==> src/rtl/core/are_pkg.sv <==
// ----------------------------------------------------------------------------
// are_pkg
// Register indexes and curve codes for the attack/release envelope.
// ----------------------------------------------------------------------------
package are_pkg;

   localparam int CSR_INDEX_BITS = 2;

   typedef enum logic [CSR_INDEX_BITS-1:0] {
      CSR_ATTACK  = 2'd0,
      CSR_RELEASE = 2'd1,
      CSR_CURVE   = 2'd2
   } csr_index_type;

   typedef logic [1:0] curve_type;

   localparam curve_type CURVE_SQRT   = 2'd1;
   localparam curve_type CURVE_SQUARE = 2'd3;

endpackage

==> src/rtl/core/attack_release_envelope.sv <==
// ----------------------------------------------------------------------------
// attack_release_envelope
// Envelope gain (unsigned Q1.FRAC_BITS) for a position along a span. Takes
// one position per clock and answers each one at a sustained rate of one
// result per clock. Each position passes the entry register, the restoring
// divider, one quotient bit per stage, the square root unit, one root bit
// per stage, and the output register; every item goes through both units
// so the order is kept whatever the curve mode. The response
// side cannot stall: rsp_valid is a one-cycle strobe and must be taken.
// busy is high only during reset. The user writes registers through the csr
// channel only while no transaction is in flight; the block does not enforce it.
// ----------------------------------------------------------------------------
module attack_release_envelope
   import are_pkg::*;
#(
   parameter int FRAC_BITS = 16
)(
   input  logic                      clock,
   input  logic                      reset,
   input  logic                      start,
   output logic                      busy,
   input  logic [FRAC_BITS:0]        req_position,
   output logic                      rsp_valid,
   output logic [FRAC_BITS:0]        rsp_gain,
   input  logic                      csr_valid,
   output logic                      csr_ready,
   input  logic [CSR_INDEX_BITS-1:0] csr_index,
   input  logic [FRAC_BITS:0]        csr_data
);

   localparam int F = FRAC_BITS;
   localparam int W = FRAC_BITS + 1;
   localparam logic [W-1:0] ONE = {1'b1, {F{1'b0}}};

   // configuration
   logic [W-1:0] attack_ff;
   logic [W-1:0] release_ff;
   curve_type    curve_ff;

   assign csr_ready = ~reset;
   assign busy      = reset;

   always_ff @(posedge clock) begin
      if (reset) begin
         attack_ff  <= '0;
         release_ff <= '0;
         curve_ff   <= '0;
      end else if (csr_valid && csr_ready) begin
         unique case (csr_index)
            CSR_ATTACK:  attack_ff  <= csr_data;
            CSR_RELEASE: release_ff <= csr_data;
            CSR_CURVE:   curve_ff   <= csr_data[1:0];
            default:     ;
         endcase
      end
   end

   // entry: pick the portion and set up numerator and divisor
   logic         in_accept;
   logic         atk_hit;
   logic         rel_hit;
   logic [W:0]   rel_sum;
   logic [W-1:0] rel_num;
   logic [W-1:0] num_in;
   logic [W-1:0] den_in;
   logic         pass_in;

   always_comb begin
      in_accept = start & ~busy;
      atk_hit   = (attack_ff != '0) && (req_position < attack_ff);
      rel_sum   = {1'b0, req_position} + {1'b0, release_ff};
      rel_hit   = (release_ff != '0) && (rel_sum > {1'b0, ONE});
      rel_num   = (req_position <= ONE) ? (ONE - req_position) : '0;
      num_in    = atk_hit ? req_position : rel_num;
      den_in    = atk_hit ? attack_ff : release_ff;
      pass_in   = ~(atk_hit | rel_hit);
   end

   // divider pipeline; index 0 is the entry register
   logic         div_valid_ff [0:F];
   logic         div_pass_ff  [0:F];
   curve_type    div_mode_ff  [0:F];
   logic [W-1:0] div_rem_ff   [0:F];
   logic [W-1:0] div_den_ff   [0:F];
   logic [F-1:0] div_quo_ff   [0:F];

   always_ff @(posedge clock) begin
      if (reset) begin
         div_valid_ff[0] <= 1'b0;
      end else begin
         div_valid_ff[0] <= in_accept;
      end
      div_pass_ff[0] <= pass_in;
      div_mode_ff[0] <= curve_ff;
      div_rem_ff[0]  <= num_in;
      div_den_ff[0]  <= den_in;
      div_quo_ff[0]  <= '0;
   end

   // remainder stays below the divisor, so one shift-compare-subtract a stage
   for (genvar k = 1; k <= F; k++) begin : g_div
      logic [W:0]   shift_in;
      logic [W:0]   diff_in;
      logic         ge_in;
      logic [W-1:0] rem_in;

      always_comb begin
         shift_in = {div_rem_ff[k-1], 1'b0};
         diff_in  = shift_in - {1'b0, div_den_ff[k-1]};
         ge_in    = shift_in >= {1'b0, div_den_ff[k-1]};
         rem_in   = ge_in ? diff_in[W-1:0] : shift_in[W-1:0];
      end

      always_ff @(posedge clock) begin
         if (reset) begin
            div_valid_ff[k] <= 1'b0;
         end else begin
            div_valid_ff[k] <= div_valid_ff[k-1];
         end
         div_pass_ff[k] <= div_pass_ff[k-1];
         div_mode_ff[k] <= div_mode_ff[k-1];
         div_rem_ff[k]  <= rem_in;
         div_den_ff[k]  <= div_den_ff[k-1];
         div_quo_ff[k]  <= {div_quo_ff[k-1][F-2:0], ge_in};
      end
   end

   // square root pipeline over ramp << F, one root bit a stage
   logic         sq_valid_ff [1:F];
   logic         sq_pass_ff  [1:F];
   curve_type    sq_mode_ff  [1:F];
   logic [F-1:0] sq_ramp_ff  [1:F];
   logic [F-1:0] sq_root_ff  [1:F];
   logic [F+1:0] sq_rem_ff   [1:F];

   for (genvar j = 1; j <= F; j++) begin : g_sqrt
      logic         prev_valid;
      logic         prev_pass;
      curve_type    prev_mode;
      logic [F-1:0] prev_ramp;
      logic [F-1:0] prev_root;
      logic [F+1:0] prev_rem;
      logic [2*F-1:0] rad_in;
      logic [F+3:0] cur_in;
      logic [F+3:0] trial_in;
      logic [F+3:0] diff_in;
      logic         ge_in;
      logic [F+1:0] rem_in;

      if (j == 1) begin : g_first
         assign prev_valid = div_valid_ff[F];
         assign prev_pass  = div_pass_ff[F];
         assign prev_mode  = div_mode_ff[F];
         assign prev_ramp  = div_quo_ff[F];
         assign prev_root  = '0;
         assign prev_rem   = '0;
      end else begin : g_next
         assign prev_valid = sq_valid_ff[j-1];
         assign prev_pass  = sq_pass_ff[j-1];
         assign prev_mode  = sq_mode_ff[j-1];
         assign prev_ramp  = sq_ramp_ff[j-1];
         assign prev_root  = sq_root_ff[j-1];
         assign prev_rem   = sq_rem_ff[j-1];
      end

      always_comb begin
         rad_in   = {prev_ramp, {F{1'b0}}};
         cur_in   = {prev_rem, rad_in[2*F-2*j+1 -: 2]};
         trial_in = {2'b00, prev_root, 2'b01};
         diff_in  = cur_in - trial_in;
         ge_in    = cur_in >= trial_in;
         rem_in   = ge_in ? diff_in[F+1:0] : cur_in[F+1:0];
      end

      always_ff @(posedge clock) begin
         if (reset) begin
            sq_valid_ff[j] <= 1'b0;
         end else begin
            sq_valid_ff[j] <= prev_valid;
         end
         sq_pass_ff[j] <= prev_pass;
         sq_mode_ff[j] <= prev_mode;
         sq_ramp_ff[j] <= prev_ramp;
         sq_root_ff[j] <= {prev_root[F-2:0], ge_in};
         sq_rem_ff[j]  <= rem_in;
      end
   end

   // shaping and output register
   logic [2*F-1:0] prod_in;
   logic [W-1:0]   gain_in;
   logic           rsp_valid_ff;
   logic [W-1:0]   rsp_gain_ff;

   always_comb begin
      prod_in = sq_ramp_ff[F] * sq_ramp_ff[F];
      if (sq_pass_ff[F]) begin
         gain_in = ONE;
      end else begin
         unique case (sq_mode_ff[F])
            CURVE_SQRT:   gain_in = {1'b0, sq_root_ff[F]};
            CURVE_SQUARE: gain_in = {1'b0, prod_in[2*F-1:F]};
            default:      gain_in = {1'b0, sq_ramp_ff[F]};
         endcase
      end
   end

   always_ff @(posedge clock) begin
      if (reset) begin
         rsp_valid_ff <= 1'b0;
      end else begin
         rsp_valid_ff <= sq_valid_ff[F];
      end
      rsp_gain_ff <= gain_in;
   end

   assign rsp_valid = rsp_valid_ff;
   assign rsp_gain  = rsp_gain_ff;

endmodule

==> config.mk <==
export PLATFORM = sky130hd
export DESIGN_NAME = attack_release_envelope
export DESIGN_NICKNAME = d
export VERILOG_FILES = /design/src/rtl/core/are_pkg.sv /design/src/rtl/core/attack_release_envelope.sv
export SDC_FILE = /design/constraint.sdc
export NUM_CORES = 2
export LEC_CHECK = 0
export BUFFER_PORTS_ARGS = -buffer_cell sky130_fd_sc_hd__buf_4
export CAP_MARGIN = 20
export CORE_MARGIN = 2
export CORE_UTILIZATION = 55
export CTS_CLUSTER_DIAMETER = 80
export DETAILED_ROUTE_END_ITERATION = 10
export HOLD_SLACK_MARGIN = 0.08
export PLACE_DENSITY = 0.85
export SYNTH_ARGS = -nofsm -noshare
export SYNTH_HDL_FRONTEND = slang
export SYNTH_SLANG_ARGS = --single-unit
==> constraint.sdc <==
create_clock -name clock -period 6.46 [get_ports clock]
set_input_delay 0.323 -clock clock [delete_from_list [all_inputs] [get_ports clock]]
set_output_delay 0.323 -clock clock [all_outputs]
set_load 0.05 [all_outputs]
==> results.py <==
metrics = {
    "run_status": {
        "status": "finished, final reports clean",
    },
    "drt": {
        "dr.pass1.iters": 6,
        "antenna_left": 0,
        "vias_per_cell": 5.33,
        "via_count": 43103,
        "route.detailed.drc": 0,
        "totalWireLength_mm": 128,
        "routedWlPerCell_um": 15.8,
        "drtIter0Drc": 2598,
    },
    "timing": {
        "fin_worst_skew_ps": 25.2,
        "setup_violations": 0,
        "slew_headroom_pct": 27.8,
        "layout_setup_ws_ps": 253,
        "fmax_mhz": 161,
        "final-hold-violation-count": 0,
        "finalSetupTns_ps": 0,
        "report.final.slew_viol_count": 0,
        "fin_crit_sh_pct": 96.1,
        "final.min_clock_period_ps": 6210,
        "worstMarginPinSlew_ps": 1080,
    },
    "setup_path": {
        "worstReg2RegStart": "sq_ramp_ff[16][12]$_DFF_P_",
        "worstPathRequired_ps": 7100,
        "critPathKind": "reg -> reg",
        "reg2reg_to": "rsp_gain[15]$_SDFF_PP0_",
        "reg2regPathDepth": 23,
        "cp-endpoint": "rsp_gain[15]$_SDFF_PP0_",
        "arrival_ps": 6850,
        "startpoint_type": "flop",
        "path_max_fanout": 9,
        "crit_path_start": "sq_ramp_ff[16][12]$_DFF_P_",
        "end_kind": "flop",
        "regToRegSetupSlack_ps": 250,
    },
    "clock_tree": {
        "numCtsBuffers": 143,
        "clkTransAtPathRegs_ps": 60,
        "clkLatencyLatePin_ps": 760,
        "cts_tree": "built",
        "clock_sinks": 1501,
        "cts_buffer_depth": 3,
        "htreeDepth": 4,
        "ctsRootBufferMaster": "clkbuf_16",
    },
    "run": {
        "maxCapViolCount": 0,
    },
    "global_routing": {
        "antenna_found_initial": 1,
        "grt_use_total_pct": 21.5,
        "grt_pass1_vias": 44088,
        "grt_overflow_total": 0,
        "grt_first_pass_wirelength_mm": 210,
        "grt_start_max_net_pins": 74,
    },
    "floorplanning": {
        "initial_core_util_pct": 55.6,
        "core-area_um2": 115000,
        "die_h_um": 345,
        "die_w_um": 345,
        "die-area_um2": 119000,
        "fp-row-count": 124,
        "boundaryPins": 60,
    },
    "synth": {
        "ys_warn_count": 0,
        "ys_ff_latch": 1501,
        "ys_types": 91,
        "ys_seq_area_share_pct": 47.1,
        "syn-cell-area_um2": 63800,
        "synth_area_per_cell_um2": 10.2,
        "synthFlopType": "dfxtp_1",
        "synth-edff-count": 0,
        "synth_nets": 7034,
        "syn_inst": 6263,
        "ys_async_sr_fraction_pct": 0,
    },
    "cells_and_area": {
        "nets": 7227,
        "final_cells": 8083,
        "regArea_um2": 30100,
        "layout_commonest_cell": "dfxtp_1",
        "fillers": 8647,
        "drive_gt1_share_pct": 9.88,
        "multi_input_area_um2": 30300,
        "post-route-util_pct": 62.4,
        "area_growth_pct": 12.1,
        "final_cell_mix": "1489 x dfxtp_1, 815 x inv_1, 545 x ha_1",
    },
    "placed_design": {
        "preCtsSetupSlack_ps": -165,
        "place_hpwl_mm": 93.2,
        "gp_congestion": 0.894,
        "dp_cells": 7772,
        "port_buffers": 59,
    },
    "hold_path": {
        "hp-class": "reg -> reg",
    },
}
## how the worst min path moves through the flow
stage / startpoint / to / depth (start not counted)
2_1_floorplan: div_mode_ff[0][8]$_DFF_P_ / div_mode_ff[0][10]$_DFF_P_ / 0
3_5_place_dp: div_mode_ff[0][8]$_DFF_P_ / div_mode_ff[0][10]$_DFF_P_ / 0
3_3_place_gp: div_mode_ff[0][28]$_DFF_P_ / div_mode_ff[0][30]$_DFF_P_ / 0
4_1_cts: start / div_valid_ff[0]$_SDFF_PP0_ / 3
6_report: div_quo_ff[0][252]$_DFF_P_ / div_quo_ff[0][269]$_DFF_P_ / 0
5_1_grt: div_quo_ff[0][129]$_DFF_P_ / div_quo_ff[0][146]$_DFF_P_ / 0
## sequential cells by signal, indices dropped and copies added (netlist names), 32 cells and up
name and count:
div_den_ff 272, div_rem_ff 272, sq_ramp_ff 256, sq_rem_ff 250, div_quo_ff 136, sq_root_ff 129
div_mode_ff 34, sq_mode_ff 32
## area by class of cell
cell class              instances  share of cell area, %
inverters                     815                   4.28
clock inverters                65                   1.25
well taps                    1512                   2.64
clock buffers                 194                   5.56
diodes                          1                0.00350
repair buffers                156                   1.81
flip-flops and latches       1501                   42.0
multi-input cells            3839                   42.4
## worst max-delay path, cell delays in order (launching register included)
cell	delay, ps
dfxtp_2	440
inv_1	90
buf_4	160
nor2_1	200
inv_1	90
fa_1	500
inv_1	50
fa_1	470
inv_1	50
fa_1	530
inv_1	50
fa_1	510
fa_1	520
ha_1	240
ha_1	370
a21oi_1	200
a21boi_0	140
a311oi_2	310
o21ai_1	120
a21oi_2	210
o21ai_2	120
nor4_2	300
o31ai_2	130
a311oi_1	300
## cells in the mapped netlist, drive strengths merged (25+ instances only)
master	number	share of area, %
fa	186	5.8
a21o	112	1.3
xnor2	233	3.2
nor4	52	0.52
nor2b	96	0.94
a21boi	46	0.54
a21oi	302	2.4
and2	69	0.68
nor3	87	0.69
o31ai	35	0.42
a211oi	44	0.56
ha	545	11
o21bai	27	0.32
o21ai	287	2.3
nand2b	65	0.64
dfxtp	1501	47
mux2	219	3.9
nand2	439	2.6
o21a	52	0.61
a311oi	25	0.35
xor2	149	2.0
inv	815	4.8
nor2	354	2.1
clkbuf	88	0.52
nand3	65	0.51
or3	40	0.42
nand4	41	0.40
## timing repair
action                     in CTS  in global routing
setup buffers                   0                  3
hold buffers                   47                  0
gates resized for setup         9                 25
hold endpoints to repair       55                  0
cloned                          0                  0
pin swaps                       0                  7
setup endpoints to repair       4                  7
## metal layers
layer / vias to the layer above / global-route usage [%] / part of all wire, %
li1: 21273 / - / -
met1: 20459 / 25.1 / 42
met2: 1071 / 39.0 / 51
met3: 300 / 3.23 / 4.3
met4: 0 / 8.91 / 3.5
met5: - / 0 / 0
## per-stage QoR
stage,area (um2),hold slack [ps]
floorplan,63800,310
CTS,71400,287
global placement,66100,309
global route,71500,315
finish,71500,306
detailed placement,66100,312
## logic make-up after synthesis
family / count (synthesis) / share of synthesized area (%)
and+or+nand+nor: 1404 / 10.6
other: 1 / 0.00588
adders and majority gates: 731 / 16.5
AOI/OAI and AO/OA: 1078 / 10.8
buffers and inverters: 923 / 5.51
DFF: 1501 / 47.1
muxes: 243 / 4.24
xor gates and xnor gates: 382 / 5.24
Power is not shown: default switching activity piles up to over one toggle a cycle in this logic, so the estimate is an artifact.
